### src/sv/stsg_pkg.sv
`timescale 1ns / 1ps
`default_nettype none
// ============================================================================
// stsg_pkg
// Shared types and constants for the scanline triangle span generator.
// ============================================================================
package stsg_pkg;

    localparam int COORD_BITS_DEF = 12;

    localparam logic FUNC_START = 1'b0;
    localparam logic FUNC_STEP  = 1'b1;

    typedef enum logic [1:0] {
        PH_IDLE  = 2'd0,
        PH_UPPER = 2'd1,
        PH_LOWER = 2'd2
    } t_phase;

    typedef enum logic [1:0] {
        SQ_IDLE,
        SQ_WAIT1,
        SQ_WAIT2,
        SQ_OUT
    } t_seq_state;

    typedef enum logic [1:0] {
        EU_IDLE,
        EU_MUL,
        EU_DIV,
        EU_DONE
    } t_eu_state;

endpackage
`default_nettype wire

### src/sv/stsg_sort.sv
`timescale 1ns / 1ps
`default_nettype none
// ============================================================================
// stsg_sort
// Orders three vertices by ascending y with three compare-and-swap steps.
// ============================================================================
module stsg_sort #(
    parameter int COORD_BITS = stsg_pkg::COORD_BITS_DEF
) (
    input  logic signed [COORD_BITS-1:0] i_ax,
    input  logic signed [COORD_BITS-1:0] i_ay,
    input  logic signed [COORD_BITS-1:0] i_bx,
    input  logic signed [COORD_BITS-1:0] i_by,
    input  logic signed [COORD_BITS-1:0] i_cx,
    input  logic signed [COORD_BITS-1:0] i_cy,
    output logic signed [COORD_BITS-1:0] o_ax,
    output logic signed [COORD_BITS-1:0] o_ay,
    output logic signed [COORD_BITS-1:0] o_bx,
    output logic signed [COORD_BITS-1:0] o_by,
    output logic signed [COORD_BITS-1:0] o_cx,
    output logic signed [COORD_BITS-1:0] o_cy
);
    import stsg_pkg::*;

    logic signed [COORD_BITS-1:0] ax1, ay1, bx1, by1;
    logic signed [COORD_BITS-1:0] ax2, ay2, cx2, cy2;

    always_comb begin
        // (a,b)
        if (i_ay > i_by) begin
            ax1 = i_bx; ay1 = i_by; bx1 = i_ax; by1 = i_ay;
        end else begin
            ax1 = i_ax; ay1 = i_ay; bx1 = i_bx; by1 = i_by;
        end
        // (a,c)
        if (ay1 > i_cy) begin
            ax2 = i_cx; ay2 = i_cy; cx2 = ax1; cy2 = ay1;
        end else begin
            ax2 = ax1; ay2 = ay1; cx2 = i_cx; cy2 = i_cy;
        end
        // (b,c)
        o_ax = ax2;
        o_ay = ay2;
        if (by1 > cy2) begin
            o_bx = cx2; o_by = cy2; o_cx = bx1; o_cy = by1;
        end else begin
            o_bx = bx1; o_by = by1; o_cx = cx2; o_cy = cy2;
        end
    end

endmodule
`default_nettype wire

### src/sv/stsg_edge_unit.sv
`timescale 1ns / 1ps
`default_nettype none
// ============================================================================
// stsg_edge_unit
// Shared edge interpolator: base + (dx * dy) / den, truncated toward zero.
// A multiply step, then a restoring divide at one quotient bit per cycle.
// ============================================================================
module stsg_edge_unit #(
    parameter int COORD_BITS = stsg_pkg::COORD_BITS_DEF
) (
    input  logic                         i_clk,
    input  logic                         i_rst_n,
    input  logic                         i_start,
    input  logic signed [COORD_BITS-1:0] i_base,
    input  logic signed [COORD_BITS:0]   i_dx,
    input  logic signed [COORD_BITS:0]   i_dy,
    input  logic        [COORD_BITS-1:0] i_den,
    output logic                         o_done,
    output logic signed [COORD_BITS-1:0] o_x
);
    import stsg_pkg::*;

    localparam int CB    = COORD_BITS;
    localparam int PW    = 2 * CB;
    localparam int CNT_W = $clog2(CB);

    t_eu_state r_state, n_state;

    logic signed [CB-1:0] r_base, n_base;
    logic signed [CB:0]   r_dx, n_dx;
    logic signed [CB:0]   r_dy, n_dy;
    logic        [CB-1:0] r_den, n_den;
    logic        [PW-1:0] r_rem, n_rem;
    logic        [CB-1:0] r_quo, n_quo;
    logic                 r_neg, n_neg;
    logic     [CNT_W-1:0] r_cnt, n_cnt;

    logic signed [PW+1:0] w_prod;
    logic        [PW+1:0] w_abs;
    logic        [PW-1:0] w_den_sh;
    logic        [PW:0]   w_trial;
    logic        [CB-1:0] w_qs;

    assign w_prod   = r_dx * r_dy;
    assign w_abs    = w_prod[PW+1] ? -w_prod : w_prod;
    assign w_den_sh = PW'(r_den) << r_cnt;
    assign w_trial  = {1'b0, r_rem} - {1'b0, w_den_sh};
    assign w_qs     = r_neg ? -r_quo : r_quo;

    // next state
    always_comb begin
        n_state = r_state;
        case (r_state)
            EU_IDLE, EU_DONE: begin
                n_state = i_start ? EU_MUL : EU_IDLE;
            end
            EU_MUL: begin
                n_state = EU_DIV;
            end
            EU_DIV: begin
                if (r_cnt == '0) n_state = EU_DONE;
            end
            default: n_state = EU_IDLE;
        endcase
    end

    // outputs
    always_comb begin
        o_done = (r_state == EU_DONE);
        o_x    = r_base + w_qs;
    end

    // datapath
    always_comb begin
        n_base = r_base;
        n_dx   = r_dx;
        n_dy   = r_dy;
        n_den  = r_den;
        n_rem  = r_rem;
        n_quo  = r_quo;
        n_neg  = r_neg;
        n_cnt  = r_cnt;
        case (r_state)
            EU_IDLE, EU_DONE: begin
                if (i_start) begin
                    n_base = i_base;
                    n_dx   = i_dx;
                    n_dy   = i_dy;
                    n_den  = i_den;
                end
            end
            EU_MUL: begin
                n_rem = w_abs[PW-1:0];
                n_neg = w_prod[PW+1];
                n_quo = '0;
                n_cnt = CNT_W'(CB - 1);
            end
            EU_DIV: begin
                if (!w_trial[PW]) n_rem = w_trial[PW-1:0];
                n_quo = {r_quo[CB-2:0], !w_trial[PW]};
                n_cnt = r_cnt - 1'b1;
            end
            default: ;
        endcase
    end

    always_ff @(posedge i_clk) begin
        if (!i_rst_n) begin
            r_state <= EU_IDLE;
        end else begin
            r_state <= n_state;
        end
    end

    always_ff @(posedge i_clk) begin
        r_base <= n_base;
        r_dx   <= n_dx;
        r_dy   <= n_dy;
        r_den  <= n_den;
        r_rem  <= n_rem;
        r_quo  <= n_quo;
        r_neg  <= n_neg;
        r_cnt  <= n_cnt;
    end

endmodule
`default_nettype wire

### src/sv/scanline_triangle_span_generator.sv
`timescale 1ns / 1ps
`default_nettype none
// ============================================================================
// scanline_triangle_span_generator
// Sorts a triangle's vertices by y and emits one horizontal span per step.
//
//  channel  dir  handshake                    content
//  s_axis   in   s_axis_tvalid/s_axis_tready  start (vertices, colour) or step
//  m_axis   out  m_axis_tvalid/m_axis_tready  span (row, start, end, colour)
//
// A start transaction gives no span. A step transaction runs both edge
// divisions through one shared multiply/divide unit: the input is not ready
// again until both divisions are done and the span is in the output register.
// A step with no triangle in progress completes with no span.
// A held span waits in the output register; a finished step stalls there.
// Reset is synchronous and leaves the block idle with no triangle.
// ============================================================================
module scanline_triangle_span_generator #(
    parameter int COORD_BITS = stsg_pkg::COORD_BITS_DEF
) (
    input  logic i_clk,
    input  logic i_rst_n,
    input  logic s_axis_tvalid,
    output logic s_axis_tready,
    // vert_a_x, vert_a_y, vert_b_x, vert_b_y, vert_c_x, vert_c_y, fill_colour
    input  logic [((6*COORD_BITS+32+7)/8)*8-1:0] s_axis_tdata,
    // func
    input  logic s_axis_tuser,
    output logic m_axis_tvalid,
    input  logic m_axis_tready,
    // span_row, span_start, span_end, span_colour
    output logic [((3*COORD_BITS+32+7)/8)*8-1:0] m_axis_tdata,
    // last_span
    output logic m_axis_tlast
);
    import stsg_pkg::*;

    localparam int CB    = COORD_BITS;
    localparam int OUT_W = ((3*COORD_BITS+32+7)/8)*8;

    t_seq_state r_seq, n_seq;
    t_phase     r_phase, n_phase;

    logic signed [CB-1:0] r_row, n_row;
    logic signed [CB-1:0] r_ax, r_ay, r_bx, r_by, r_cx, r_cy;
    logic signed [CB-1:0] n_ax, n_ay, n_bx, n_by, n_cx, n_cy;
    logic        [31:0]   r_colour, n_colour;
    logic signed [CB-1:0] r_x1, n_x1;
    logic signed [CB-1:0] r_x2, n_x2;

    logic                 r_m_valid, n_m_valid;
    logic signed [CB-1:0] r_m_row, n_m_row;
    logic signed [CB-1:0] r_m_start, n_m_start;
    logic signed [CB-1:0] r_m_end, n_m_end;
    logic        [31:0]   r_m_colour, n_m_colour;
    logic                 r_m_last, n_m_last;

    logic signed [CB-1:0] w_in_ax, w_in_ay, w_in_bx, w_in_by, w_in_cx, w_in_cy;
    logic signed [CB-1:0] w_s_ax, w_s_ay, w_s_bx, w_s_by, w_s_cx, w_s_cy;
    logic        [31:0]   w_in_colour;

    logic w_in_acc;
    logic w_step_go;
    logic w_out_free;
    logic w_last;

    logic                 w_eu_start;
    logic                 w_eu_done;
    logic signed [CB-1:0] w_eu_x;
    logic signed [CB-1:0] w_eu_base;
    logic signed [CB:0]   w_eu_dx, w_eu_dy, w_eu_den;

    assign w_in_ax     = s_axis_tdata[CB-1:0];
    assign w_in_ay     = s_axis_tdata[2*CB-1:CB];
    assign w_in_bx     = s_axis_tdata[3*CB-1:2*CB];
    assign w_in_by     = s_axis_tdata[4*CB-1:3*CB];
    assign w_in_cx     = s_axis_tdata[5*CB-1:4*CB];
    assign w_in_cy     = s_axis_tdata[6*CB-1:5*CB];
    assign w_in_colour = s_axis_tdata[6*CB+31:6*CB];

    stsg_sort #(.COORD_BITS(CB)) u_sort (
        .i_ax(w_in_ax), .i_ay(w_in_ay),
        .i_bx(w_in_bx), .i_by(w_in_by),
        .i_cx(w_in_cx), .i_cy(w_in_cy),
        .o_ax(w_s_ax),  .o_ay(w_s_ay),
        .o_bx(w_s_bx),  .o_by(w_s_by),
        .o_cx(w_s_cx),  .o_cy(w_s_cy)
    );

    assign w_in_acc   = s_axis_tvalid && s_axis_tready;
    assign w_step_go  = w_in_acc && (s_axis_tuser == FUNC_STEP) && (r_phase != PH_IDLE);
    assign w_out_free = !r_m_valid || m_axis_tready;
    assign w_eu_start = w_step_go || ((r_seq == SQ_WAIT1) && w_eu_done);

    // edge operands: long edge a-c first, then a-b (upper) or b-c (lower)
    always_comb begin
        if (r_seq == SQ_WAIT1 && r_phase == PH_LOWER) begin
            w_eu_base = r_bx;
            w_eu_dx   = (CB+1)'(r_cx) - (CB+1)'(r_bx);
            w_eu_dy   = (CB+1)'(r_row) - (CB+1)'(r_by);
            w_eu_den  = (CB+1)'(r_cy) - (CB+1)'(r_by);
        end else if (r_seq == SQ_WAIT1) begin
            w_eu_base = r_ax;
            w_eu_dx   = (CB+1)'(r_bx) - (CB+1)'(r_ax);
            w_eu_dy   = (CB+1)'(r_row) - (CB+1)'(r_ay);
            w_eu_den  = (CB+1)'(r_by) - (CB+1)'(r_ay);
        end else begin
            w_eu_base = r_ax;
            w_eu_dx   = (CB+1)'(r_cx) - (CB+1)'(r_ax);
            w_eu_dy   = (CB+1)'(r_row) - (CB+1)'(r_ay);
            w_eu_den  = (CB+1)'(r_cy) - (CB+1)'(r_ay);
        end
    end

    stsg_edge_unit #(.COORD_BITS(CB)) u_edge (
        .i_clk  (i_clk),
        .i_rst_n(i_rst_n),
        .i_start(w_eu_start),
        .i_base (w_eu_base),
        .i_dx   (w_eu_dx),
        .i_dy   (w_eu_dy),
        .i_den  (w_eu_den[CB-1:0]),
        .o_done (w_eu_done),
        .o_x    (w_eu_x)
    );

    // next state
    always_comb begin
        n_seq = r_seq;
        case (r_seq)
            SQ_IDLE:  if (w_step_go) n_seq = SQ_WAIT1;
            SQ_WAIT1: if (w_eu_done) n_seq = SQ_WAIT2;
            SQ_WAIT2: if (w_eu_done) n_seq = SQ_OUT;
            SQ_OUT:   if (w_out_free) n_seq = SQ_IDLE;
            default:  n_seq = SQ_IDLE;
        endcase
    end

    // outputs
    always_comb begin
        s_axis_tready = (r_seq == SQ_IDLE);
        m_axis_tvalid = r_m_valid;
        m_axis_tdata  = OUT_W'({r_m_colour, r_m_end, r_m_start, r_m_row});
        m_axis_tlast  = r_m_last;
    end

    // datapath
    always_comb begin
        n_phase    = r_phase;
        n_row      = r_row;
        n_ax       = r_ax;
        n_ay       = r_ay;
        n_bx       = r_bx;
        n_by       = r_by;
        n_cx       = r_cx;
        n_cy       = r_cy;
        n_colour   = r_colour;
        n_x1       = r_x1;
        n_x2       = r_x2;
        n_m_valid  = r_m_valid && !m_axis_tready;
        n_m_row    = r_m_row;
        n_m_start  = r_m_start;
        n_m_end    = r_m_end;
        n_m_colour = r_m_colour;
        n_m_last   = r_m_last;
        w_last     = 1'b0;
        case (r_seq)
            SQ_IDLE: begin
                if (w_in_acc && s_axis_tuser == FUNC_START) begin
                    n_ax     = w_s_ax;
                    n_ay     = w_s_ay;
                    n_bx     = w_s_bx;
                    n_by     = w_s_by;
                    n_cx     = w_s_cx;
                    n_cy     = w_s_cy;
                    n_colour = w_in_colour;
                    if (w_s_ay != w_s_by) begin
                        n_phase = PH_UPPER;
                        n_row   = w_s_ay;
                    end else if (w_s_by != w_s_cy) begin
                        n_phase = PH_LOWER;
                        n_row   = w_s_by;
                    end else begin
                        n_phase = PH_IDLE;
                        n_row   = '0;
                    end
                end
            end
            SQ_WAIT1: begin
                if (w_eu_done) n_x1 = w_eu_x;
            end
            SQ_WAIT2: begin
                if (w_eu_done) n_x2 = w_eu_x;
            end
            SQ_OUT: begin
                if (r_phase == PH_UPPER) begin
                    if (r_row >= r_by) begin
                        if (r_by != r_cy) begin
                            n_phase = PH_LOWER;
                            n_row   = r_by;
                        end else begin
                            n_phase = PH_IDLE;
                            w_last  = 1'b1;
                        end
                    end else begin
                        n_row = r_row + CB'(1);
                    end
                end else begin
                    if (r_row >= r_cy) begin
                        n_phase = PH_IDLE;
                        w_last  = 1'b1;
                    end else begin
                        n_row = r_row + CB'(1);
                    end
                end
                if (!w_out_free) begin
                    n_phase = r_phase;
                    n_row   = r_row;
                end else begin
                    n_m_valid  = 1'b1;
                    n_m_row    = r_row;
                    n_m_start  = (r_x1 < r_x2) ? r_x1 : r_x2;
                    n_m_end    = (r_x1 < r_x2) ? r_x2 : r_x1;
                    n_m_colour = r_colour;
                    n_m_last   = w_last;
                end
            end
            default: ;
        endcase
    end

    always_ff @(posedge i_clk) begin
        if (!i_rst_n) begin
            r_seq     <= SQ_IDLE;
            r_phase   <= PH_IDLE;
            r_m_valid <= 1'b0;
        end else begin
            r_seq     <= n_seq;
            r_phase   <= n_phase;
            r_m_valid <= n_m_valid;
        end
    end

    always_ff @(posedge i_clk) begin
        r_row      <= n_row;
        r_ax       <= n_ax;
        r_ay       <= n_ay;
        r_bx       <= n_bx;
        r_by       <= n_by;
        r_cx       <= n_cx;
        r_cy       <= n_cy;
        r_colour   <= n_colour;
        r_x1       <= n_x1;
        r_x2       <= n_x2;
        r_m_row    <= n_m_row;
        r_m_start  <= n_m_start;
        r_m_end    <= n_m_end;
        r_m_colour <= n_m_colour;
        r_m_last   <= n_m_last;
    end

    a_done_in_wait: assert property (@(posedge i_clk) disable iff (!i_rst_n)
        w_eu_done |-> (r_seq == SQ_WAIT1 || r_seq == SQ_WAIT2))
        else $error("edge unit finished outside a wait state");

    a_upper_row: assert property (@(posedge i_clk) disable iff (!i_rst_n)
        (r_phase == PH_UPPER) |-> (r_row >= r_ay && r_row <= r_by))
        else $error("upper half row out of range");

    a_lower_row: assert property (@(posedge i_clk) disable iff (!i_rst_n)
        (r_phase == PH_LOWER) |-> (r_row >= r_by && r_row <= r_cy))
        else $error("lower half row out of range");

    a_last_idles: assert property (@(posedge i_clk) disable iff (!i_rst_n)
        (r_seq == SQ_OUT && w_out_free && w_last) |=> (r_phase == PH_IDLE))
        else $error("last span did not end the triangle");

endmodule
`default_nettype wire

### config.mk
export PLATFORM = sky130hd
export DESIGN_NAME = scanline_triangle_span_generator
export DESIGN_NICKNAME = d
export VERILOG_FILES = /design/src/sv/stsg_pkg.sv /design/src/sv/stsg_sort.sv /design/src/sv/stsg_edge_unit.sv /design/src/sv/scanline_triangle_span_generator.sv
export SDC_FILE = /design/constraint.sdc
export NUM_CORES = 1
export LEC_CHECK = 0
export BUFFER_PORTS_ARGS = -buffer_cell sky130_fd_sc_hd__buf_2
export CAP_MARGIN = 30
export CORE_MARGIN = 1
export CORE_UTILIZATION = 25
export DETAILED_ROUTE_END_ITERATION = 7
export PLACE_DENSITY_LB_ADDON = 0.15
export RECOVER_POWER = 100
export SLEW_MARGIN = 20
export SYNTH_ARGS = -nofsm -noshare
export SYNTH_HDL_FRONTEND = slang
export SYNTH_SLANG_ARGS = --single-unit
### constraint.sdc
create_clock -name i_clk -period 15.6 [get_ports i_clk]
set_input_delay 0 -clock i_clk [delete_from_list [all_inputs] [get_ports i_clk]]
set_output_delay 0 -clock i_clk [all_outputs]
set_load 0.02 [all_outputs]
==> After elaboration in Yosys (flattened, before gate mapping) <==
Index checks and enable logic that the tools add are counted.
{ "totals": {"in_bits": 109, "reg_bits": 307, "output_inout_bits": 75} }
{ "classes": {"n_reduce_logical": 28, "n_lt_le_gt_ge": 6, "multipliers": 1, "shift": 1, "eq_ne": 22, "bitwise_logic": 1, "muxes": 58, "add_sub_neg": 14} }
{ "op_table": {"columns": ["op", "n"], "rows": [
  ["$mux 12", 26],
  ["$sub 12x12->13", 5],
  ["$mux 24", 2],
  ["$pmux 12 s2", 2],
  ["$pmux 24 s2", 1],
  ["$mux 13", 3],
  ["$gt 12x12->1", 3],
  ["$ne 12x12->1", 3],
  ["$sub 12x12->12", 3],
  ["$mul 13x13->26", 1],
  ["$mux 2", 13],
  ["$sub 24x24->25", 1],
  ["$ge 12x12->1", 2],
  ["$neg 24->24", 1],
  ["$shl 12x4->24", 1],
  ["$add 12x12->12", 1],
  ["$add 12x2->12 const B", 1],
  ["$lt 12x12->1", 1],
  ["$neg 12->12", 1],
  ["$reduce_and 2->1", 6],
  ["$eq 2x2->1 const B", 5],
  ["$reduce_and 5->1", 2],
  ["$ne 3x3->1 const B", 3],
  ["$ne 2x2->1 const B", 4],
  ["18 further kinds", 40]
]} }

==> Longest topological paths before layout <==
Gate-level depths: netlist of run 1.
{ "depth": {"depth_word": 11, "ltp_mapped": 39} }

==> Modules after synthesis <==
Synthesis of run 1 repeated with hierarchy kept, for this count alone.
{ "hier_totals": {"cells_unflattened": 2769, "area_unflattened_um2": 27621.5} }
{ "by_module_without_submodules": {"columns": ["module", "instances", "area_per_inst_um2", "cells_per_inst"], "rows": [
  ["stsg_edge_unit", 1, 12613.3, 1304],
  ["scanline_triangle_span_generator", 1, 12246.7, 1047],
  ["stsg_sort", 1, 2761.4, 418]
]} }

==> Least setup slack after synthesis of run 1 <==
Ideal clock, no wire load.
{ "synth_path": {"path_kind": "input-to-reg", "startpoint": "input s_axis_tdata[42]", "endpoint": "register r_row[3], data pin", "required_time_ps": 15339, "slack_ps": 8030, "n_path_buf": 8, "cell_stages": 36, "arrival_ps": 7309, "cell_sequence": "clkbuf_1 -> inv_1 -> ha_1 -> and4_1 -> nand3_1 -> o221a_2 -> a21oi_4 -> buf_2 -> buf_2 -> nor2_1 -> a21oi_1 -> inv_1 -> ha_1 -> and4_1 -> nand2_1 -> a21oi_1 -> o221a_1 -> buf_2 -> buf_1 -> clkbuf_1 -> clkbuf_1 -> a21oi_1 -> ha_1 -> a21o_1 -> a21o_1 -> a211o_1 -> a41o_1 -> a31o_1 -> a21oi_4 -> buf_6 -> mux2i_1 -> xnor2_1 -> nand2_1 -> or3_4 -> and3_1 -> a221o_1"} }
{ "synth_via": {"elab_chain_cells": 11} }
{ "synth_lines": {"columns": ["element", "line_no", "rtl"], "rows": [
  ["from (decl)", "scanline_triangle_span_generator.sv:26", "input logic [((6*COORD_BITS+32+7)/8)*8-1:0] s_axis_tdata,"],
  ["$gt 12x12->1", "stsg_sort.sv:30", "if (i_ay > i_by) begin"],
  ["$mux 12", "stsg_sort.sv:30", null],
  ["$gt 12x12->1", "stsg_sort.sv:36", "if (ay1 > i_cy) begin"],
  ["$mux 12", "stsg_sort.sv:36", null],
  ["$gt 12x12->1", "stsg_sort.sv:44", "if (by1 > cy2) begin"],
  ["$mux 12 *", "stsg_sort.sv:44", null],
  ["net u_sort.o_by[4]", "stsg_sort.sv:19", "output logic signed [COORD_BITS-1:0] o_by,"],
  ["$ne 12x12->1", "scanline_triangle_span_generator.sv:180", "end else if (w_s_by != w_s_cy) begin"],
  ["$mux 12", "scanline_triangle_span_generator.sv:180", null],
  ["$mux 12 *", "scanline_triangle_span_generator.sv:177", "if (w_s_ay != w_s_by) begin"],
  ["$mux 12 *", "scanline_triangle_span_generator.sv:169", "if (w_in_acc && s_axis_tuser == FUNC_START) begin"],
  ["$pmux 12 s2 *", "scanline_triangle_span_generator.sv:167", "case (r_seq)"],
  ["net n_row[3]", "scanline_triangle_span_generator.sv:44", "logic signed [CB-1:0] r_row, n_row;"],
  ["to (signal assigned)", "scanline_triangle_span_generator.sv:245", "r_row <= n_row;"],
  ["to (decl)", "scanline_triangle_span_generator.sv:44", null]
]} }
The timed path passes the listed nets; every way through them passes the cells marked *. The select of a mux whose other input is x is not followed.
A chain may end at the register's enable or synchronous reset.

==> Final worst setup path of run 1 <==
{ "layout_path": {"startpoint": "input s_axis_tdata[41]", "endpoint": "register r_cy[5], data pin"} }
{ "layout_via": {"elab_chain_cells": 6} }
{ "layout_lines": {"columns": ["element", "line_no", "rtl"], "rows": [
  ["$gt 12x12->1", "stsg_sort.sv:30", null],
  ["$mux 12", "stsg_sort.sv:30", null],
  ["$gt 12x12->1", "stsg_sort.sv:36", null],
  ["$mux 12", "stsg_sort.sv:36", null],
  ["$gt 12x12->1", "stsg_sort.sv:44", null],
  ["$mux 12 *", "stsg_sort.sv:44", null],
  ["net u_sort.o_cy[5]", "stsg_sort.sv:21", "output logic signed [COORD_BITS-1:0] o_cy"],
  ["to (signal assigned)", "scanline_triangle_span_generator.sv:251", "r_cy <= n_cy;"],
  ["to (decl)", "scanline_triangle_span_generator.sv:45", "logic signed [CB-1:0] r_ax, r_ay, r_bx, r_by, r_cx, r_cy;"]
]} }
The timed path passes the listed nets; every way through them passes the cells marked *.

==> key figures, run 1 <==
Critical path
  • Startpoint kind of the worst setup timing path: input pin
  • Category of the most critical setup path: input pin to flop
  • R2R cell count: 25
  • Reg-to-reg critical path startpoint: u_edge.r_dy[4]
  • WP data arrival: roughly 11 ns
  • Minimum setup slack among reg-to-reg paths: 7.30 ns
  • CP max stage delay: 2.03 ns
  • FF-to-FF End: u_edge.r_rem[14]
  • Critical Path Most Common Cell: sky130_fd_sc_hd__a21oi_1
  • Maximum net fanout on the critical path: 54
  • Critical Path Slowest Stage Cell: sky130_fd_sc_hd__clkbuf_1
  • Kind of end point of the critical path: flop
  • Critical path data required time: 15.94 ns

Route
  • Detailed Route WL: 75,210 microns
  • Initial drt markers: 1,326
  • Vias after detailed routing: 19.84k
  • Detail-routed net length per standard cell: between 15 and 20 microns
  • Final routed DRC violation total: 0
  • Count of TritonRoute iterations in the first routing pass: 7
  • Residual antenna-violating net count after detailed routing: 0
  • Via-per-instance ratio: 4.550

GRT
  • Overall fraction of global-route tracks in use: 13.96%
  • Global-route layer with the greatest usage: met2
  • Met3 usage: around 1.8%
  • Remaining Overflow, GRT: 0
  • Global-route wire length before repair: 117,700 microns
  • Routing usage on met1: 19.08%
  • Met2 capacity usage during global routing: between 20% and 30%
  • Maximum number of pins on one net before global-route repair: 96
  • Number of antenna violations at the first check in global routing: 5
  • Number of global-route vias before repair: 20.30k

Run
  • Count of max-cap constraint violations: 8

Synth
  • Unique cell type count in the Yosys netlist: 77
  • Count of warnings emitted by yosys: 0
  • Gate count of the mapped netlist: 2,685
  • Mean instance size in the synthesized netlist: 9.857 sq um
  • Most used DFF post-synth: sky130_fd_sc_hd__edfxtp_1
  • Flip-flop and latch count after synthesis: 307
  • Number of synthesized flops with an enable pin: 300
  • Summed instance area of the synthesized netlist: 26,470 sq um
  • Share of flip-flops with an asynchronous set or reset after synthesis: 0%
  • Sequential element share of the synthesized area: 34.57%

Clocking
  • Number of CTS-inserted buffers: ~40
  • Maximum count of clock buffers along a single path: 3
  • Clock latency reported for the late side of the worst-skew pair: 0.59 ns
  • Clock Pin Slew Worst Setup and Hold Paths: 0.06 ns
  • TritonCTS clock tree: built
  • Library cell used as clock root buffer: sky130_fd_sc_hd__clkbuf_16
  • Post-cts sizing count: 0
  • Htree depth: 2
  • Number of sinks on the clock net: 307

Timing
  • Maximum clock frequency: 91.26 MHz
  • Final critical path time including I/O delays and setup: 10.96 ns
  • Number of hold violations in the final report: 0
  • Final critical-path share of the clock period: 70.24%
  • Worst clock skew on the final layout: 0.02993 ns
  • Worst slew margin: -139.8%
  • Final Max Tran Viols: 402
  • Count of endpoints failing setup in the final report: 0
  • Unrepaired setup endpoints after global routing: no
  • Worst Tran Pin Value: 3.596 ns
  • Final-layout worst hold slack: ~0.032 ns
  • Final total negative setup slack: 0 ns

Cells and area
  • Share of cells above drive strength 1: 7.793%
  • Final Net Count: 3,464
  • Post-Route Utilization: around 30%
  • Relative area change from synthesis to final layout: 17.71%

Run status
  • Status: complete, but fails checks
  • Violated checks: capacitance limit, slew limit

Place
  • Placed wire-length estimate: 59,770 microns
  • Placer congestion estimate: 0.8574
  • Number of buffer cells added on primary ports: around 180

Floorplanning
  • Placeable core area: 104,200 sq um
  • Height of the chip: 327.4 microns
  • Die width: 327.4 microns
  • Initial cell density of the core: 25.39%
  • Number of placement rows: 118
  • Area enclosed by the die boundary: 107,200 sq um
  • Total I/O pin count: 184

Min path
  • Endpoint of the worst hold path: r_ay[3]
  • Count of cells along the worst hold path: 3
  • Class of the most critical hold timing path: input pin to flop
  • Launch point of the worst hold path: s_axis_tdata[63]
[how the worst max path moves through the flow]
stage / end / cells after the start / startpoint
after floorplan: r_row[3] / 36 / s_axis_tdata[42]
after global placement: r_row[8] / 32 / s_axis_tdata[41]
after detailed placement: r_row[8] / 33 / s_axis_tdata[41]
after CTS: r_cy[5] / 33 / s_axis_tdata[41]
after global routing: r_row[0] / 35 / s_axis_tdata[41]
final: r_cy[5] / 34 / s_axis_tdata[41]
[layout by cell type (no fill, tap or decap), types with 10 or more instances in the layout]
cell,synthesis,layout
sky130_fd_sc_hd__nor2b_1,26,26
sky130_fd_sc_hd__a221o_1,13,13
sky130_fd_sc_hd__o22ai_1,19,19
sky130_fd_sc_hd__a21oi_1,148,147
sky130_fd_sc_hd__ha_1,241,241
sky130_fd_sc_hd__xor2_1,42,42
sky130_fd_sc_hd__a21boi_0,16,16
sky130_fd_sc_hd__nor3_1,37,38
sky130_fd_sc_hd__clkbuf_16,0,41
sky130_fd_sc_hd__o31ai_1,14,14
sky130_fd_sc_hd__mux2i_1,56,56
sky130_fd_sc_hd__nand4_1,14,14
sky130_fd_sc_hd__a21o_1,52,52
sky130_fd_sc_hd__edfxtp_1,300,300
sky130_fd_sc_hd__and2_1,79,74
sky130_fd_sc_hd__nand2b_1,47,47
sky130_fd_sc_hd__nor2_1,208,207
sky130_fd_sc_hd__inv_1,348,348
sky130_fd_sc_hd__a211oi_1,12,11
sky130_fd_sc_hd__and3_1,17,17
sky130_fd_sc_hd__fa_1,170,170
sky130_fd_sc_hd__clkinv_1,1,11
sky130_fd_sc_hd__nand3_1,26,26
sky130_fd_sc_hd__nand2_1,274,274
sky130_fd_sc_hd__mux2_2,54,47
sky130_fd_sc_hd__dlygate4sd3_1,0,106
sky130_fd_sc_hd__buf_2,5,104
sky130_fd_sc_hd__o21ai_0,137,138
sky130_fd_sc_hd__clkbuf_1,80,102
sky130_fd_sc_hd__xnor2_1,114,114
sky130_fd_sc_hd__o21bai_1,16,16
sky130_fd_sc_hd__o21a_1,10,10
[worst max-delay path, delay by kind of cell]
family	cells	cell delay, ns
AO/OA/AOI/OAI	16	3.67
adder cells (fa/ha/maj)	3	0.75
buffers and inverters	10	5.70
multiplexers	1	0.66
AND/OR/NAND/NOR	4	0.46
[final cells by class]
type / instances / area [sq um]
inverters: 349 / 1310
flip-flops and latches: 307 / 9149
clock inverters: 24 / 270.3
repair buffers: 309 / 1973
diodes: 4 / 10.01
clock buffers: 52 / 1077
fillers: 10963 / 73080
well taps: 1380 / 1727
multi-input cells: 1936 / 15640
[stage by stage]
step                setup slack (ns)  instance area, sq um  cells
global placement               7.219                 28900   4172
CTS                            7.015                 31330   4355
floorplan                      8.030                 26480   2688
detailed placement             7.055                 28920   4173
global route                   3.807                 31150   4359
finish                         4.643                 31150   4361
[synth_stat cells (4+ instances only)]
library cell / number / area, sq um
sky130_fd_sc_hd__a21boi_0: 16 / 120.1
sky130_fd_sc_hd__a21o_1: 52 / 390.4
sky130_fd_sc_hd__edfxtp_1: 300 / 9009
sky130_fd_sc_hd__and3_1: 17 / 106.4
sky130_fd_sc_hd__nand2_1: 274 / 1028
sky130_fd_sc_hd__mux2_2: 54 / 608.1
sky130_fd_sc_hd__o21ai_0: 137 / 685.7
sky130_fd_sc_hd__xnor2_1: 114 / 998.5
sky130_fd_sc_hd__nand2b_1: 47 / 294.0
sky130_fd_sc_hd__a221o_1: 13 / 130.1
sky130_fd_sc_hd__nor3_1: 37 / 185.2
sky130_fd_sc_hd__nor2_1: 208 / 780.8
sky130_fd_sc_hd__xor2_1: 42 / 367.9
sky130_fd_sc_hd__a22oi_1: 4 / 30.03
sky130_fd_sc_hd__ha_1: 241 / 3015
sky130_fd_sc_hd__a21oi_1: 148 / 740.7
sky130_fd_sc_hd__or2_2: 4 / 25.02
sky130_fd_sc_hd__o21a_1: 10 / 75.07
sky130_fd_sc_hd__and4_1: 5 / 43.79
sky130_fd_sc_hd__o22ai_1: 19 / 118.9
sky130_fd_sc_hd__o31ai_1: 14 / 105.1
sky130_fd_sc_hd__buf_1: 5 / 18.77
sky130_fd_sc_hd__and2_1: 79 / 494.2
sky130_fd_sc_hd__nand4_1: 14 / 87.58
sky130_fd_sc_hd__buf_2: 5 / 25.02
sky130_fd_sc_hd__or3_1: 7 / 43.79
sky130_fd_sc_hd__fa_1: 170 / 3403
sky130_fd_sc_hd__clkbuf_1: 80 / 300.3
sky130_fd_sc_hd__a31oi_1: 7 / 43.79
sky130_fd_sc_hd__o21bai_1: 16 / 120.1
sky130_fd_sc_hd__buf_4: 5 / 37.54
sky130_fd_sc_hd__mux2i_1: 56 / 560.5
sky130_fd_sc_hd__o221ai_1: 4 / 35.03
sky130_fd_sc_hd__inv_1: 348 / 1306
sky130_fd_sc_hd__a211oi_1: 12 / 90.09
sky130_fd_sc_hd__o211ai_1: 5 / 37.54
sky130_fd_sc_hd__nand3_1: 26 / 130.1
sky130_fd_sc_hd__nor2b_1: 26 / 162.7
sky130_fd_sc_hd__dfxtp_1: 7 / 140.1
[routing by layer]
layer	wire (microns)	share of wire, %
met1	35340	47
met2	35390	47
met3	2868	3.8
met4	1611	2.1
met5	0	0
[timing repair]
item                      4_1_cts  5_1_grt
hold endpoints to repair       84        0
setup buffers                   0        0
hold buffers                  106        0
[cells by family (layout without fill, tap and decap cells)]
group	Yosys count	count (layout)	synth area share, %
adder cells (fa/ha/maj)	411	411	24.25
AND/OR/NAND/NOR	763	763	13.35
AO/OA/AOI/OAI	489	489	11.55
flip-flops	307	307	34.57
XOR/XNOR	156	156	5.162
multiplexers	113	113	4.671
buffers and inverters	445	734	6.434
other	1	8	0.01417
[flip-flops by register name, indices dropped and copies added (netlist names), 13 cells and up]
name,cells
u_edge.r_dx,13
r_colour,32
u_edge.r_rem,24
u_edge.r_dy,13
r_m_colour,32
Power of run 1 is left out: the tool's default activity adds up to more than one toggle a clock period on the data nets, which glitch-free logic cannot reach.
==> run 2: changes to the inputs <==
==> constraint.sdc (replaced) <==
create_clock -name i_clk -period 8.9 [get_ports i_clk]
set_input_delay 0 -clock i_clk [delete_from_list [all_inputs] [get_ports i_clk]]
set_output_delay 0 -clock i_clk [all_outputs]
set_load 0.02 [all_outputs]
==> key figures, run 2 (synthesized netlist as in run 1, its figures left out) <==
Run status
  • Status: complete, but fails checks (unchanged)
  • Violated checks: capacitance limit, slew limit (unchanged)

Timing
  • Maximum clock frequency: roughly 120 MHz
  • Final critical-path share of the clock period: 91.40%
  • Unrepaired setup endpoints after global routing: no (unchanged)
  • Final total negative setup slack: 0 ns (unchanged)
  • Number of hold violations in the final report: 0 (unchanged)
  • Final Max Tran Viols: 342 (was 402)
  • Final-layout worst hold slack: 0.04055 ns (was 0.03222 ns)
  • Worst Tran Pin Value: 3.904 ns (was 3.596 ns)
  • Count of endpoints failing setup in the final report: 0 (unchanged)
  • Worst clock skew on the final layout: 0.04137 ns (was 0.02993 ns)
  • Worst slew margin: -160.3% (was -139.8%)
  • Final critical path time including I/O delays and setup: 8.135 ns

GRT
  • Number of antenna violations at the first check in global routing: 0 (was 5)
  • Global-route wire length before repair: 118,500 microns (was 117,700 microns)
  • Overall fraction of global-route tracks in use: 14.02% (was 13.96%)
  • Remaining Overflow, GRT: 0 (unchanged)
  • Number of global-route vias before repair: 20.89k (was 20.30k)
  • Maximum number of pins on one net before global-route repair: 70 (was 96)

Clocking
  • TritonCTS clock tree: built (unchanged)
  • Maximum count of clock buffers along a single path: 3 (unchanged)
  • Clock Pin Slew Worst Setup and Hold Paths: 0.05 ns (was 0.06 ns)
  • Library cell used as clock root buffer: sky130_fd_sc_hd__clkbuf_16 (unchanged)
  • Post-CTS Setup Inserts: 0 (unchanged)
  • Number of sinks on the clock net: 307 (unchanged)
  • Number of CTS-inserted buffers: 42 (was 41)
  • Post-cts sizing count: 0 (unchanged)
  • Htree depth: 2 (unchanged)
  • Clock latency reported for the late side of the worst-skew pair: 0.58 ns (was 0.59 ns)

Route
  • Residual antenna-violating net count after detailed routing: 0 (unchanged)
  • Via-per-instance ratio: 4.536 (was 4.550)
  • Detail-routed net length per standard cell: 17.24 microns (was 17.25 microns)
  • Count of TritonRoute iterations in the first routing pass: 7 (unchanged)
  • Final routed DRC violation total: 0 (unchanged)
  • Detailed Route WL: 75,340 microns (was 75,210 microns)
  • Initial drt markers: 1,123 (was 1,326)
  • Vias after detailed routing: 19.82k (was 19.84k)

Floorplanning
  • Initial cell density of the core: 25.39% (unchanged)
  • Die width: 327.4 microns (unchanged)
  • Area enclosed by the die boundary: 107,200 sq um (unchanged)
  • Number of placement rows: 118 (unchanged)
  • Placeable core area: 104,200 sq um (unchanged)
  • Total I/O pin count: 184 (unchanged)
  • Height of the chip: 327.4 microns (unchanged)

Critical path
  • Startpoint kind of the worst setup timing path: flop (was input pin)
  • Critical path data required time: 9.12 ns (was 15.94 ns)
  • Reg-to-reg critical path startpoint: u_edge.r_dx[3] (was u_edge.r_dy[4])
  • Top delay family on crit path: adder cells (was buffers and inverters)
  • Kind of end point of the critical path: flop (unchanged)
  • Category of the most critical setup path: flop to flop (was input pin to flop)
  • Number of buffers and inverters on the critical path: 5 (was 10)
  • CP max stage delay: 0.78 ns (was 2.03 ns)
  • Critical Path Slowest Stage Cell: sky130_fd_sc_hd__edfxtp_1 (was sky130_fd_sc_hd__clkbuf_1)
  • Launch point of the worst path: u_edge.r_dx[3] (was s_axis_tdata[41])
  • Maximum net fanout on the critical path: 13 (was 54)
  • WP data arrival: 8.36 ns (was 11.30 ns)

Cells and area
  • Post-Route Utilization: 29.99% (was 29.89%)
  • Share of cells above drive strength 1: 8.498% (was 7.793%)
  • Commonest non-fill, non-tap cells in the layout: sky130_fd_sc_hd__inv_1, sky130_fd_sc_hd__edfxtp_1, sky130_fd_sc_hd__nand2_1, sky130_fd_sc_hd__ha_1, sky130_fd_sc_hd__nor2_1 (unchanged)
  • Largest registers: r_colour x32, r_m_colour x32, u_edge.r_rem x24 (unchanged)
  • Final Net Count: 3,475 (was 3,464)
  • Relative area change from synthesis to final layout: 18.10% (was 17.71%)
  • Most frequent standard cell in the layout excluding fill and tap cells: sky130_fd_sc_hd__inv_1 (unchanged)
  • Number of inserted diodes: 0 (was 4)

Min path
  • Launch point of the worst hold path: s_axis_tdata[14] (was s_axis_tdata[63])
  • Class of the most critical hold timing path: input pin to flop (unchanged)

Place
  • Number of buffer cells added on primary ports: 179 (unchanged)
  • Placed wire-length estimate: 60,780 microns (was 59,770 microns)
  • Placer congestion estimate: 0.8533 (was 0.8574)

Run
  • Count of max-cap constraint violations: 8 (unchanged)
-- run 2: repair_timing --
action | 4_1_cts | 5_1_grt
hold buffers | 106 | 0
endpoints found under the hold margin | 86 | 0
setup endpoints to repair | 0 | 12
-- run 2: tightest hold or removal path, cell delays in order --
cell,delay (ns)
sky130_fd_sc_hd__buf_2,0.10
sky130_fd_sc_hd__a21oi_1,0.10
sky130_fd_sc_hd__inv_1,0.08
sky130_fd_sc_hd__nor2_1,0.05
sky130_fd_sc_hd__a21oi_1,0.15
-- run 2: through the flow --
step | cell area, sq um | worst slack (ns) | cells
finish | 31260 | 0.7654 | 4369
global route | 31260 | 0.1096 | 4369
CTS | 31450 | 0.7061 | 4367
detailed placement | 29010 | 0.6351 | 4183
global placement | 28970 | 0.8329 | 4181
floorplan | 26480 | 1.330 | 2688
-- run 2: final cells by class --
type                       count  area [sq um]
clock inverter                23         260.3
timing repair buffer         318          2048
clock buffer                  55          1120
inverter                     349          1310
multi-input combinational   1937         15640
tap                         1380          1727
fill                       10995         72980
sequential                   307          9149
-- run 2: metal layers --
metal	wire [microns]	vias to the layer above	global-route usage, %
met3	2503	72	1.538
met1	35650	9690	19.11
met4	1132	0	2.773
met5	0	-	0
li1	-	9689	-
met2	36050	366	23.90
-- run 2: worst paths after layout --
path | cells past startpoint | to | slack [ns]
max | 28 | u_edge.r_rem[1] | 0.77
min | 5 | r_cy[2] | 0.04
max reg2reg | 28 | u_edge.r_rem[1] | 0.77
min reg2reg | 0 | r_m_colour[18] | 0.42
Power of run 2 is left out for the same reason.
==> run 3: changes to the inputs <==
--- a/config.mk
+++ b/config.mk
@@ -10,6 +10,7 @@
 export CORE_MARGIN = 1
 export CORE_UTILIZATION = 25
 export DETAILED_ROUTE_END_ITERATION = 7
+export HOLD_SLACK_MARGIN = 0.1
 export PLACE_DENSITY_LB_ADDON = 0.15
 export RECOVER_POWER = 100
 export SLEW_MARGIN = 20
==> constraint.sdc (replaced) <==
create_clock -name i_clk -period 9.8 [get_ports i_clk]
set_input_delay 0 -clock i_clk [delete_from_list [all_inputs] [get_ports i_clk]]
set_output_delay 0 -clock i_clk [all_outputs]
set_load 0.02 [all_outputs]
==> key figures, run 3 (synthesized netlist as in run 1, its figures left out) <==
Cells and area
  • Commonest non-fill, non-tap cells in the layout: sky130_fd_sc_hd__inv_1, sky130_fd_sc_hd__edfxtp_1, sky130_fd_sc_hd__nand2_1, sky130_fd_sc_hd__ha_1, sky130_fd_sc_hd__nor2_1 (unchanged)
  • Largest registers: r_colour x32, r_m_colour x32, u_edge.r_rem x24 (unchanged)
  • Share of cells above drive strength 1: 8.342% (was 8.498%)
  • Most frequent standard cell in the layout excluding fill and tap cells: sky130_fd_sc_hd__inv_1 (unchanged)
  • Final Net Count: 3,496 (was 3,475)
  • Relative area change from synthesis to final layout: 19.89% (was 18.10%)
  • Fill cells: 10.93k (was 11.00k)

Clocking
  • TritonCTS clock tree: built (unchanged)
  • Htree depth: 2 (unchanged)
  • Clock latency reported for the late side of the worst-skew pair: 0.59 ns (was 0.58 ns)
  • Number of sinks on the clock net: 307 (unchanged)
  • Library cell used as clock root buffer: sky130_fd_sc_hd__clkbuf_16 (unchanged)
  • Clock Pin Slew Worst Setup and Hold Paths: 0.05 ns (about the same)
  • Maximum count of clock buffers along a single path: 3 (unchanged)
  • Number of CTS-inserted buffers: 42 (unchanged)
  • Post-CTS Setup Inserts: 0 (unchanged)

Floorplanning
  • Placeable core area: 104,200 sq um (unchanged)
  • Height of the chip: 327.4 microns (unchanged)
  • Total I/O pin count: 184 (unchanged)
  • Area enclosed by the die boundary: 107,200 sq um (unchanged)
  • Die width: 327.4 microns (unchanged)
  • Initial cell density of the core: 25.39% (unchanged)
  • Number of placement rows: 118 (unchanged)

Route
  • Detail-routed net length per standard cell: 17.04 microns (was 17.24 microns)
  • Via-per-instance ratio: 4.522 (was 4.536)
  • Final routed DRC violation total: 0 (unchanged)
  • Residual antenna-violating net count after detailed routing: 0 (unchanged)
  • Initial drt markers: 1,110 (was 1,123)
  • Highest routed metal layer: met4 (unchanged)
  • Count of TritonRoute iterations in the first routing pass: 5 (was 7)
  • Detailed Route WL: 74,820 microns (was 75,340 microns)
  • Post-Route M1 WL: 35,270 microns (was 35,650 microns)
  • DR WL met2: 35,100 microns (was 36,050 microns)
  • Met3 WL post-DR: 2808 microns (was 2503 microns)
  • Vias after detailed routing: 19.85k (was 19.82k)

Timing
  • Worst Tran Pin Value: 3.585 ns (was 3.904 ns)
  • Final Max Tran Viols: 320 (was 342)
  • Maximum clock frequency: about 110 MHz
  • Count of endpoints failing setup in the final report: 0 (unchanged)
  • Worst clock skew on the final layout: 0.04401 ns (was 0.04137 ns)
  • Final critical path time including I/O delays and setup: 8.943 ns
  • Worst slew margin: -139.0% (was -160.3%)
  • Number of hold violations in the final report: 0 (unchanged)
  • Final critical-path share of the clock period: between 90 and 100%
  • Unrepaired setup endpoints after global routing: no (unchanged)
  • Final total negative setup slack: 0 ns (unchanged)

Critical path
  • Critical path data required time: 10.25 ns (was 9.12 ns)
  • Startpoint kind of the worst setup timing path: input pin (was flop)
  • Critical Path Slowest Stage Cell: sky130_fd_sc_hd__a21oi_4 (was sky130_fd_sc_hd__edfxtp_1)
  • CP max stage delay: 0.73 ns (was 0.78 ns)
  • Maximum net fanout on the critical path: 49 (was 13)
  • WP data arrival: 9.40 ns (was 8.36 ns)
  • Kind of end point of the critical path: flop (unchanged)
  • Category of the most critical setup path: input pin to flop (was flop to flop)

Place
  • Number of buffer cells added on primary ports: 179 (unchanged)
  • Placed wire-length estimate: 59,990 microns (was 60,780 microns)
  • Placer congestion estimate: 0.8290 (was 0.8533)

Run
  • Count of max-cap constraint violations: 9 (was 8)

GRT
  • Global-route wire length before repair: 117,300 microns (was 118,500 microns)
  • Number of antenna violations at the first check in global routing: 1 (was 0)
  • Overall fraction of global-route tracks in use: 13.90% (was 14.02%)
  • Number of global-route vias before repair: 20.65k (was 20.89k)
  • Remaining Overflow, GRT: 0 (unchanged)
  • Maximum number of pins on one net before global-route repair: 66 (was 70)

Run status
  • Status: complete, but fails checks (unchanged)
  • Violated checks: capacitance limit, slew limit (unchanged)

Min path
  • Class of the most critical hold timing path: input pin to flop (unchanged)
==> run 3: critical path: cells and delay by family <==
family,cells,cell delay (ns)
AO/OA/AOI/OAI,13,4.21
XOR/XNOR,1,0.17
adder cells (fa/ha/maj),3,0.85
buffers and inverters,6,1.93
multiplexers,1,0.43
AND/OR/NAND/NOR,8,1.79
==> run 3: per-layer routing <==
layer	global-route usage [%]	vias up
li1	-	9739
met1	18.75	9616
met2	23.31	410
met3	1.792	87
met4	3.647	0
met5	0	-
==> run 3: what timing repair did <==
| action | 4_1_cts | 5_1_grt |
|---|---|---|
| resized for setup | 0 | 0 |
| hold buffers | 139 | 0 |
| hold endpoints to repair | 104 | 0 |
==> run 3: final timing paths <==
| kind | start | end | slack [ns] | cells after the start |
|---|---|---|---|---|
| worst min-delay path | s_axis_tdata[37] | r_cy[1] | 0.13 | 4 |
| worst max register to register | u_edge.r_dy[4] | u_edge.r_rem[14] | 1.39 | 25 |
| worst max-delay path | s_axis_tdata[41] | r_row[2] | 0.86 | 32 |
| worst min register to register | r_colour[31] | r_m_colour[31] | 0.41 | 0 |
==> run 3: per-stage QoR <==
stage	std cells	instance area [sq um]	hold slack, ns	worst slack [ns]	utilization, %
global route	4389	31730	0.1139	0.1982	30.44
global placement	4171	28890	0.1784	1.053	27.72
floorplan	2688	26480	0.09887	2.230	-
CTS	4388	31900	0.1010	0.9540	30.61
finish	4390	31730	0.1257	0.8571	30.44
detailed placement	4172	28910	0.1781	0.8639	27.73
==> run 3: cell type report <==
cell class	count	area, sq um	area share (%)
timing repair buffer	340	2307	7.271
sequential	307	9149	28.83
multi-input combinational	1936	15630	49.27
clock inverter	32	540.5	1.703
inverter	349	1310	4.129
tap	1380	1727	5.442
antenna	1	2.502	0.007886
clock buffer	45	1062	3.348
Power of run 3 is left out for the same reason.
